$ cat src/hw/rtl/lcg_pkg.sv
package lcg_pkg;

    // Widths of the internal day count and year counter.
    localparam int DAYS_W = 23;
    localparam int YEAR_W = 14;

    // Long count digit weights in days.
    localparam logic [DAYS_W-1:0] W_BAKTUN = 23'd144000;
    localparam logic [DAYS_W-1:0] W_KATUN  = 23'd7200;
    localparam logic [DAYS_W-1:0] W_TUN    = 23'd360;
    localparam logic [DAYS_W-1:0] W_UINAL  = 23'd20;

    // Correlation to the first day of the proleptic Gregorian calendar.
    localparam logic [DAYS_W-1:0] CORRELATION   = 23'd1137143;
    localparam logic [DAYS_W-1:0] DAYS_PER_400Y = 23'd146097;
    localparam logic [DAYS_W-1:0] DAYS_LEAP     = 23'd366;
    localparam logic [DAYS_W-1:0] DAYS_COMMON   = 23'd365;
    localparam logic [YEAR_W-1:0] YEARS_PER_CYCLE = 14'd400;

    localparam logic [3:0] MONTH_JAN = 4'd1;
    localparam logic [3:0] MONTH_FEB = 4'd2;
    localparam logic [3:0] MONTH_APR = 4'd4;
    localparam logic [3:0] MONTH_JUN = 4'd6;
    localparam logic [3:0] MONTH_SEP = 4'd9;
    localparam logic [3:0] MONTH_NOV = 4'd11;
    localparam logic [3:0] MONTH_DEC = 4'd12;

    // Sequencer states.
    typedef enum logic [5:0] {
        ST_IDLE   = 6'b000001,
        ST_CORR   = 6'b000010,
        ST_CYC400 = 6'b000100,
        ST_YEAR   = 6'b001000,
        ST_MONTH  = 6'b010000,
        ST_FINISH = 6'b100000
    } state_t;

    // Commands from the sequencer to the year tracker.
    typedef struct packed {
        logic init;
        logic step_year;
        logic step_cycle;
    } yr_ctrl_t;

    // Length of a month in days.
    function automatic logic [4:0] month_len(input logic [3:0] month, input logic leap);
        logic [4:0] len;
        if (month == MONTH_FEB) begin
            len = leap ? 5'd29 : 5'd28;
        end else if (month == MONTH_APR || month == MONTH_JUN ||
                     month == MONTH_SEP || month == MONTH_NOV) begin
            len = 5'd30;
        end else begin
            len = 5'd31;
        end
        return len;
    endfunction

endpackage

$ cat src/hw/rtl/lcg_sub_unit.sv
module lcg_sub_unit (
    input  logic [lcg_pkg::DAYS_W-1:0] a,
    input  logic [lcg_pkg::DAYS_W-1:0] b,
    output logic [lcg_pkg::DAYS_W-1:0] diff,
    output logic                       ge
);

    // Shared subtractor; the borrow out doubles as the compare result.
    logic [lcg_pkg::DAYS_W:0] wide;

    assign wide = {1'b0, a} - {1'b0, b};
    assign diff = wide[lcg_pkg::DAYS_W-1:0];
    assign ge   = ~wide[lcg_pkg::DAYS_W];

endmodule

$ cat src/hw/rtl/lcg_year_track.sv
module lcg_year_track (
    input  logic                       aclk,
    input  lcg_pkg::yr_ctrl_t          ctrl,
    output logic [lcg_pkg::YEAR_W-1:0] year,
    output logic                       leap
);

    logic [lcg_pkg::YEAR_W-1:0] year_reg;
    logic [lcg_pkg::YEAR_W-1:0] year_next;
    logic [6:0]                 mod100_reg;
    logic [6:0]                 mod100_next;
    logic [8:0]                 mod400_reg;
    logic [8:0]                 mod400_next;

    // Year counter with running remainders by 100 and 400. A 400-year step
    // leaves both remainders unchanged.
    always_comb begin
        year_next   = year_reg;
        mod100_next = mod100_reg;
        mod400_next = mod400_reg;
        priority if (ctrl.init) begin
            year_next   = 14'd1;
            mod100_next = 7'd1;
            mod400_next = 9'd1;
        end else if (ctrl.step_cycle) begin
            year_next = year_reg + lcg_pkg::YEARS_PER_CYCLE;
        end else if (ctrl.step_year) begin
            year_next   = year_reg + 14'd1;
            mod100_next = (mod100_reg == 7'd99) ? 7'd0 : mod100_reg + 7'd1;
            mod400_next = (mod400_reg == 9'd399) ? 9'd0 : mod400_reg + 9'd1;
        end else begin
            year_next   = year_reg;
            mod100_next = mod100_reg;
            mod400_next = mod400_reg;
        end
    end

    always_ff @(posedge aclk) begin
        year_reg   <= year_next;
        mod100_reg <= mod100_next;
        mod400_reg <= mod400_next;
    end

    // Gregorian leap rule on the current year.
    assign leap = (mod400_reg == 9'd0) ||
                  ((mod100_reg != 7'd0) && (year_reg[1:0] == 2'b00));
    assign year = year_reg;

endmodule

$ cat src/hw/rtl/long_count_to_gregorian_date.sv
// Long count to Gregorian date converter.
// An input transfer on the s_ channel carries the five long count digits;
// one result transfer on the m_ channel carries day, month and year.
// The digits are weighted into a day count, the correlation is removed
// (a count at or below it gives 1 January of year 1), and a single shared
// subtract-and-compare unit then peels off whole 400-year cycles, single
// years and months under a small sequencer.
// After the correlation step the sequencer takes one step for each 400-year
// cycle (up to 24), each remaining year (up to 399) and each month passed
// (up to 11). The shared subtractor does one step per cycle.
// s_tready is high only while the sequencer is idle, so one item is
// worked on at a time. The result sits in an output register; a new item
// is accepted while it waits, and its finished result is held back until
// the receiver has taken the previous one.
// Reset (aresetn low at a clock edge) returns the sequencer to idle and
// drops m_tvalid; a pending result is discarded.
module long_count_to_gregorian_date (
    input  logic        aclk,
    input  logic        aresetn,
    input  logic        s_tvalid,
    output logic        s_tready,
    // baktun[4:0], katun[9:5], tun[14:10], uinal[19:15], kin[24:20], zero fill
    input  logic [31:0] s_tdata,
    output logic        m_tvalid,
    input  logic        m_tready,
    // day_of_month[4:0], month_number[8:5], year_number[21:9], zero fill
    output logic [23:0] m_tdata
);

    localparam int DW = lcg_pkg::DAYS_W;

    lcg_pkg::state_t state_reg;
    lcg_pkg::state_t state_next;

    logic [DW-1:0]  rem_reg;
    logic [DW-1:0]  rem_next;
    logic [3:0]     month_reg;
    logic [3:0]     month_next;
    logic           m_valid_reg;
    logic           m_valid_next;
    logic [4:0]     day_out_reg;
    logic [3:0]     month_out_reg;
    logic [12:0]    year_out_reg;
    logic           load_out;

    logic [4:0]     baktun;
    logic [4:0]     katun;
    logic [4:0]     tun;
    logic [4:0]     uinal;
    logic [4:0]     kin;
    logic [DW-1:0]  count;

    logic [DW-1:0]  sub_b;
    logic [DW-1:0]  sub_diff;
    logic           sub_ge;

    lcg_pkg::yr_ctrl_t          yr_ctrl;
    logic [lcg_pkg::YEAR_W-1:0] year;
    logic                       leap;

    // Unpack the digits and weight them into a day count.
    assign baktun = s_tdata[4:0];
    assign katun  = s_tdata[9:5];
    assign tun    = s_tdata[14:10];
    assign uinal  = s_tdata[19:15];
    assign kin    = s_tdata[24:20];

    assign count = {{(DW-5){1'b0}}, baktun} * lcg_pkg::W_BAKTUN
                 + {{(DW-5){1'b0}}, katun}  * lcg_pkg::W_KATUN
                 + {{(DW-5){1'b0}}, tun}    * lcg_pkg::W_TUN
                 + {{(DW-5){1'b0}}, uinal}  * lcg_pkg::W_UINAL
                 + {{(DW-5){1'b0}}, kin};

    // Operand for the shared subtractor, chosen by the sequencer state.
    always_comb begin
        unique case (state_reg)
            lcg_pkg::ST_CORR:   sub_b = lcg_pkg::CORRELATION;
            lcg_pkg::ST_CYC400: sub_b = lcg_pkg::DAYS_PER_400Y;
            lcg_pkg::ST_YEAR:   sub_b = leap ? lcg_pkg::DAYS_LEAP : lcg_pkg::DAYS_COMMON;
            lcg_pkg::ST_MONTH:  sub_b = {{(DW-5){1'b0}}, lcg_pkg::month_len(month_reg, leap)};
            default:            sub_b = '0;
        endcase
    end

    lcg_sub_unit u_sub (
        .a    (rem_reg),
        .b    (sub_b),
        .diff (sub_diff),
        .ge   (sub_ge)
    );

    lcg_year_track u_year (
        .aclk (aclk),
        .ctrl (yr_ctrl),
        .year (year),
        .leap (leap)
    );

    // Sequencer: one subtraction per cycle until the date is found.
    always_comb begin
        state_next = state_reg;
        rem_next   = rem_reg;
        month_next = month_reg;
        yr_ctrl    = '0;
        load_out   = 1'b0;
        unique case (state_reg)
            lcg_pkg::ST_IDLE: begin
                if (s_tvalid) begin
                    rem_next     = count;
                    month_next   = lcg_pkg::MONTH_JAN;
                    yr_ctrl.init = 1'b1;
                    state_next   = lcg_pkg::ST_CORR;
                end
            end
            lcg_pkg::ST_CORR: begin
                rem_next   = sub_ge ? sub_diff : '0;
                state_next = lcg_pkg::ST_CYC400;
            end
            lcg_pkg::ST_CYC400: begin
                if (sub_ge) begin
                    rem_next           = sub_diff;
                    yr_ctrl.step_cycle = 1'b1;
                end else begin
                    state_next = lcg_pkg::ST_YEAR;
                end
            end
            lcg_pkg::ST_YEAR: begin
                if (sub_ge) begin
                    rem_next          = sub_diff;
                    yr_ctrl.step_year = 1'b1;
                end else begin
                    state_next = lcg_pkg::ST_MONTH;
                end
            end
            lcg_pkg::ST_MONTH: begin
                if (sub_ge && (month_reg < lcg_pkg::MONTH_DEC)) begin
                    rem_next   = sub_diff;
                    month_next = month_reg + 4'd1;
                end else begin
                    state_next = lcg_pkg::ST_FINISH;
                end
            end
            lcg_pkg::ST_FINISH: begin
                if (!m_valid_reg || m_tready) begin
                    load_out   = 1'b1;
                    state_next = lcg_pkg::ST_IDLE;
                end
            end
            default: begin
                state_next = lcg_pkg::ST_IDLE;
            end
        endcase
    end

    // Output register valid flag.
    always_comb begin
        m_valid_next = m_valid_reg;
        priority if (load_out) begin
            m_valid_next = 1'b1;
        end else if (m_tready) begin
            m_valid_next = 1'b0;
        end else begin
            m_valid_next = m_valid_reg;
        end
    end

    always_ff @(posedge aclk) begin
        if (!aresetn) begin
            state_reg   <= lcg_pkg::ST_IDLE;
            m_valid_reg <= 1'b0;
        end else begin
            state_reg   <= state_next;
            m_valid_reg <= m_valid_next;
        end
    end

    // Working registers and result payload.
    always_ff @(posedge aclk) begin
        rem_reg   <= rem_next;
        month_reg <= month_next;
        if (load_out) begin
            day_out_reg   <= rem_reg[4:0] + 5'd1;
            month_out_reg <= month_reg;
            year_out_reg  <= year[12:0];
        end
    end

    assign s_tready = (state_reg == lcg_pkg::ST_IDLE);
    assign m_tvalid = m_valid_reg;
    assign m_tdata  = {2'b00, year_out_reg, month_out_reg, day_out_reg};

endmodule

$ cat config.mk
export PLATFORM = sky130hd
export DESIGN_NAME = long_count_to_gregorian_date
export DESIGN_NICKNAME = d
export VERILOG_FILES = /design/src/hw/rtl/lcg_pkg.sv /design/src/hw/rtl/lcg_sub_unit.sv /design/src/hw/rtl/lcg_year_track.sv /design/src/hw/rtl/long_count_to_gregorian_date.sv
export SDC_FILE = /design/constraint.sdc
export NUM_CORES = 1
export LEC_CHECK = 0
export BUFFER_PORTS_ARGS = -buffer_cell sky130_fd_sc_hd__buf_2
export CORE_MARGIN = 2
export CORE_UTILIZATION = 40
export CTS_CLUSTER_DIAMETER = 200
export DETAILED_ROUTE_END_ITERATION = 12
export GPL_ROUTABILITY_DRIVEN = 0
export HOLD_SLACK_MARGIN = 0.06
export PLACE_DENSITY = 0.67
export SYNTH_ARGS = -nofsm -noshare
export SYNTH_HDL_FRONTEND = slang
export SYNTH_SLANG_ARGS = --single-unit
$ cat constraint.sdc
create_clock -name aclk -period 9.8 [get_ports aclk]
set_clock_uncertainty 0.15 [all_clocks]
set_input_delay 0.98 -clock aclk [delete_from_list [all_inputs] [get_ports aclk]]
set_output_delay 0.98 -clock aclk [all_outputs]
set_load 0.02 [all_outputs]
==> results.ini, run 1 <==
[critical_path]
crit_buf_inv = 2
cp_common_cell = ha_1
startpoint_type = primary input
crit_chain = buf_2 -> ha_1 -> ha_1 -> fa_1 -> ha_1 -> a21o_1 -> a21oi_1 -> o21bai_1 -> a21oi_1 -> xor2_1 -> fa_1 -> inv_1 -> ha_1 -> ha_1 -> nand2_1 -> nor3_1 -> a21oi_1 -> nor3_1 -> a21oi_1 -> a211oi_1 -> xor2_1 -> o22ai_1
critPathKind = primary input to flop
crit_fanout = 5
cpLargestDelayFamily = adder cells
arrival_ns = 6.19
slowest_delay_ns = 0.50
cp_slowest_cell = nor3_1
crit_path_end_kind = flop
worst_ep_required_time_ns = 9.71

[routing]
routed_wl_um = 15100
post-route-drc-count = 0
dr.pass1.iters = 5
wl_per_cell_um = 13.2
via_per_inst = 5.24
ant_nets = 0
drtIter0Drc = 315
vias = 6022

[synth]
yosysMostFrequentCell = ha_1
async_reset_ff_share_pct = 0
synth_ff_type = edfxtp_1
netlist_top_cells_count = ha_1 (134), inv_1 (73), nor2_1 (60)
syn_area_per_cell_um2 = 9.54
ys_seq_area_share_pct = 27.7
ys_ff_latch = 85
synth_area_leaders = ha_1 (21%), edfxtp_1 (19%), dfxtp_1 (9.1%)
synthCells = 828
ys_types = 74
synth_largest_area_cell = ha_1
synth-edff-count = 49
ys_warn_count = 0
syn_area_mm2 = 0.00790
synth_top_area_share_pct = 21.2

[floorplanning]
core_area_mm2 = 0.0194
num_rows = 51
die_area_mm2 = 0.0209
ioPinCount = 62
die_h_um = 145
initial_core_util_pct = 40.7
fp.dieW_um = 145

[clock_network]
worstSkewPairLatency_ns = 0.35
clock_path_buffers = 2
hold_buffers = 0
cts_inserted_buffers = 9
cts.sinks = 85
clock-root-buffer = clkbuf_16
cts_tree = built
clk_pin_slew_ns = 0.06
ctsResizeCount = 0
cts_max_level = 3
cts_setup_buffers = 0

[timing]
timing.final.crit_share_pct = 64.0
worst_slew_pin_slew_ns = 1.09
grt_setup_unrepaired = false
max_freq_ghz = 0.159
setup_ws_ns = 3.53
slew_violations = 0
setup_tns_ns = 0
hold_viol = 0
worst_slew_margin_rel_pct = 27.2
finalCriticalPeriod_ns = 6.27
setup_viol = 0

[min_path]
hold_class = flop to flop

[pwr]
ir_drop_mv = 0.135
p_total_mw = 2.13
power_density_mw_per_mm2 = 243
leakagePower_nw = 3.85

[layout]
syn_to_final_growth_pct = 10.8
drive_gt1_share_pct = 10.4
largest_reg_flops = 23
nNetsFinal = 1074
postLayoutCoreUtil_pct = 45.1
n_fill_cell = 1913
diodes = 0

[global_routing]
grt_use_met2_pct = 27.7
overflow = 0
met1_usage_pct = 19.9
gr-max-usage-layer = met2
grt_pass1_wl_um = 26400
grt_pass1_vias = 5749
grtUsageMet3_pct = 1.69
antenna_found_initial = 0
grt_max_degree = 29
grt_use_total_pct = 15.5

[placement]
port_buffers = 52
dpl_worst_slack_ns = 3.18
dp_hpwl_um = 12100

[run]
drv_cap = 0

[status]
status = completed

[layout by cell type (no fill, tap or decap), drive strengths merged, types with 7 or more instances in the layout]
| cell type | Yosys | final |
|---|---|---|
| buf | 6 | 53 |
| o21ai | 36 | 36 |
| nor2 | 60 | 60 |
| nor4 | 7 | 7 |
| xor2 | 36 | 36 |
| inv | 73 | 76 |
| a31oi | 7 | 7 |
| nand2b | 9 | 9 |
| edfxtp | 49 | 49 |
| o21a | 12 | 12 |
| nand3b | 9 | 9 |
| ha | 134 | 134 |
| a21o | 15 | 15 |
| nor3 | 13 | 13 |
| nand2 | 57 | 57 |
| nand4 | 8 | 8 |
| xnor2 | 42 | 42 |
| dfxtp | 36 | 36 |
| a211oi | 13 | 13 |
| o22ai | 15 | 15 |
| nand3 | 19 | 19 |
| clkbuf | 8 | 11 |
| nor2b | 9 | 9 |
| fa | 25 | 25 |
| a21oi | 55 | 55 |
[cell families after synthesis]
family | count (synthesis) | synth area share [%]
and+or+nand+nor | 217 | 13.5
buffers and inverters | 87 | 4.45
xor gates and xnor gates | 78 | 8.65
other | 1 | 0.0475
adders and majority gates | 159 | 27.6
AOI/OAI and AO/OA | 199 | 17.8
muxes | 2 | 0.269
DFF | 85 | 27.7
[layout make-up]
type	instances	area, µm²	share of cell area [%]
clock buffer	11	275	3.14
clock inverter	5	42.5	0.486
inverter	73	274	3.13
multi-input combinational	657	5370	61.3
sequential	85	2190	25.0
tap	265	332	3.79
timing repair buffer	53	268	3.06
[worst reg2reg max path: stages (launching register included)]
cell	delay, ns
dfxtp_1	0.41
or4_1	0.55
nor3b_1	0.73
nor2_1	0.13
ha_1	0.41
a2111o_1	0.11
o21ai_1	0.10
a2111oi_4	0.45
a211oi_4	0.20
o22ai_4	0.63
a31oi_2	0.24
or3_1	0.38
a21oi_1	0.12
[metrics by stage]
stage          cells  hold WS (ns)  instance area, µm²
2_1_floorplan    829         0.274                7910
3_5_place_dp    1133         0.297                8440
5_1_grt         1149         0.326                8750
4_1_cts         1149         0.311                8750
3_3_place_gp    1133         0.295                8440
6_report        1149         0.307                8750
[power breakdown]
part	internal, mW	switching [mW]	leakage [nW]
Combinational	0.573	0.700	2.94
Sequential	0.468	0.0297	0.747
Clock	0.206	0.148	0.159
Total	1.25	0.878	3.85
[layer usage]
layer / up-vias / share of wire, %
li1: 3092 / -
met1: 2825 / 47
met2: 94 / 49
met3: 11 / 2.9
met4: 0 / 1.2
met5: - / 0
[path summary, 6_finish.rpt]
path / end / slack (ns) / start / cells past startpoint
max: rem_reg[21] / 3.53 / s_tdata[13] / 22
min: year_out_reg[12] / 0.31 / u_year.year[12] / 0
min reg2reg: year_out_reg[12] / 0.31 / u_year.year[12] / 0
max reg2reg: u_year.year[11] / 5.10 / state_reg[2] / 12
Note: power is estimated with default switching activity, not from simulation.
==> run 2, diff against run 1 <==
==> constraint.sdc (replaced) <==
create_clock -name aclk -period 5.85 [get_ports aclk]
set_clock_uncertainty 0.15 [all_clocks]
set_input_delay 0.585 -clock aclk [delete_from_list [all_inputs] [get_ports aclk]]
set_output_delay 0.585 -clock aclk [all_outputs]
set_load 0.02 [all_outputs]
==> results.ini, run 2 (synthesis results as in run 1) <==
[routing]
wl_per_cell_um = 13.0
via_per_inst = 5.18
vias = 6066
routed_wl_um = 15200
ant_nets = 0
drtIter0Drc = 243
post-route-drc-count = 0
dr.pass1.iters = 4

[clock_network]
clock_path_buffers = 2
worstSkewPairLatency_ns = 0.34
cts.sinks = 85
clock-root-buffer = clkbuf_16
cts_tree = built
ctsResizeCount = 0
cts_inserted_buffers = 9
cts_setup_buffers = 0
hold_buffers = 0
cts_max_level = 3
clk_pin_slew_ns = 0.06

[pwr]
ir_drop_mv = 0.263
power.switching_mw = 1.50
power_frac_comb_pct = 62.4
power.internal_mw = 2.19
pwr-share-seq_pct = 22.6
leakagePower_nw = 3.94
pwr-share-clk_pct = 15.0
power_density_mw_per_mm2 = 415
p_sw_share_pct = 40.6

[timing]
worst_slew_margin_rel_pct = 27.0
worst_slew_pin_slew_ns = 1.09
setup_viol = 0
timing.final.crit_share_pct = 94.4
max_freq_ghz = 0.181
grt_setup_unrepaired = false
setup_ws_ns = 0.326
slew_violations = 0
worst_hold_slack_ns = 0.305
hold_viol = 0
finalCriticalPeriod_ns = 5.52

[critical_path]
worst_ep_required_time_ns = 5.76
arrival_ns = 5.44
crit_fanout = 3
crit_path_end_kind = flop
startpoint_type = primary input
critPathKind = primary input to flop

[status]
status = completed

[global_routing]
grt_pass1_wl_um = 26000
grt_pass1_vias = 5803
met1_usage_pct = 19.3
grtUsageMet3_pct = 2.22
grt_use_total_pct = 15.2
overflow = 0
grt_use_met2_pct = 26.9
gr-max-usage-layer = met2
grt_max_degree = 29
antenna_found_initial = 0

[layout]
drive_gt1_share_pct = 12.6
syn_to_final_growth_pct = 12.5
final_common_cell = ha_1
nNetsFinal = 1095
largest_reg_flops = 23
diodes = 0
layout_common_cells = ha_1 (134), inv_1 (73), nor2_1 (60)
postLayoutCoreUtil_pct = 45.8
stdcell_count = 1170

[placement]
dp_hpwl_um = 12300
placed_cells = 1154
port_buffers = 52
dpl_worst_slack_ns = -0.0338

[floorplanning]
die_area_mm2 = 0.0209
core_area_mm2 = 0.0194
initial_core_util_pct = 40.7
num_rows = 51
fp.dieW_um = 145
die_h_um = 145
ioPinCount = 62

[min_path]
hold_class = flop to flop

[run]
drv_cap = 0

## run 2: cell types whose count changed in the layout (fill, tap and decap cells not counted)
cell | previous run | this run
nor3_1 | 13 | 12
inv_4 | 0 | 1
clkbuf_16 | 11 | 9
clkbuf_8 | 0 | 2
nor3_2 | 0 | 1
buf_4 | 1 | 22
clkinv_4 | 1 | 0
## run 2: final timing paths
kind / from / to / slack, ns / cells after the start
setup / recovery: s_tdata[12] / rem_reg[22] / 0.33 / 24
hold / removal: u_year.year[12] / year_out_reg[12] / 0.31 / 0
setup reg to reg: state_reg[2] / rem_reg[18] / 1.11 / 17
hold reg to reg: u_year.year[12] / year_out_reg[12] / 0.31 / 0
## run 2: area by class of cell
class | instances | area, µm²
Clock buffer | 11 | 253
Clock inverter | 5 | 40.0
Fill cell | 1911 | 10500
Inverter | 73 | 274
Multi-Input combinational cell | 657 | 5380
Sequential cell | 85 | 2190
Tap cell | 265 | 332
Timing Repair Buffer | 74 | 425
## run 2: stage by stage
| step | setup TNS, ns | area, µm² | total power [mW] |
|---|---|---|---|
| 2_1_floorplan | 0 | 7910 | 2.58 |
| 3_3_place_gp | 0 | 8590 | 3.08 |
| 3_5_place_dp | -0.0435 | 8590 | 3.12 |
| 4_1_cts | 0 | 8890 | 3.70 |
| 5_1_grt | 0 | 8890 | 4.05 |
| 6_report | 0 | 8890 | 3.69 |
## run 2: per-layer routing
layer,vias to the layer above,wire length [µm]
met5,-,0
met4,0,223
li1,3138,-
met1,2820,7050
met2,89,7410
met3,19,528
## run 2: power groups by stage
stage / logic, mW / clock network (mW) / registers, mW
3_5_place_dp: 2.27 / 0 / 0.846
2_1_floorplan: 1.75 / 0 / 0.827
4_1_cts: 2.29 / 0.569 / 0.834
3_3_place_gp: 2.24 / 0 / 0.845
6_report: 2.30 / 0.552 / 0.835
5_1_grt: 2.62 / 0.589 / 0.844
## run 2: worst max-delay path, stage by stage
cell	delay, ns
buf_2	0.12
ha_1	0.29
ha_1	0.30
fa_1	0.46
ha_1	0.33
a21oi_1	0.18
o21bai_1	0.08
a21oi_1	0.21
nor2b_1	0.07
o21ai_0	0.15
nand2_1	0.08
xor2_1	0.20
fa_1	0.44
ha_1	0.31
ha_1	0.31
a21oi_1	0.19
nand2b_1	0.08
a211oi_1	0.20
buf_4	0.15
o21a_1	0.15
a21oi_1	0.09
nor2b_1	0.15
mux2_2	0.24
o22ai_1	0.07
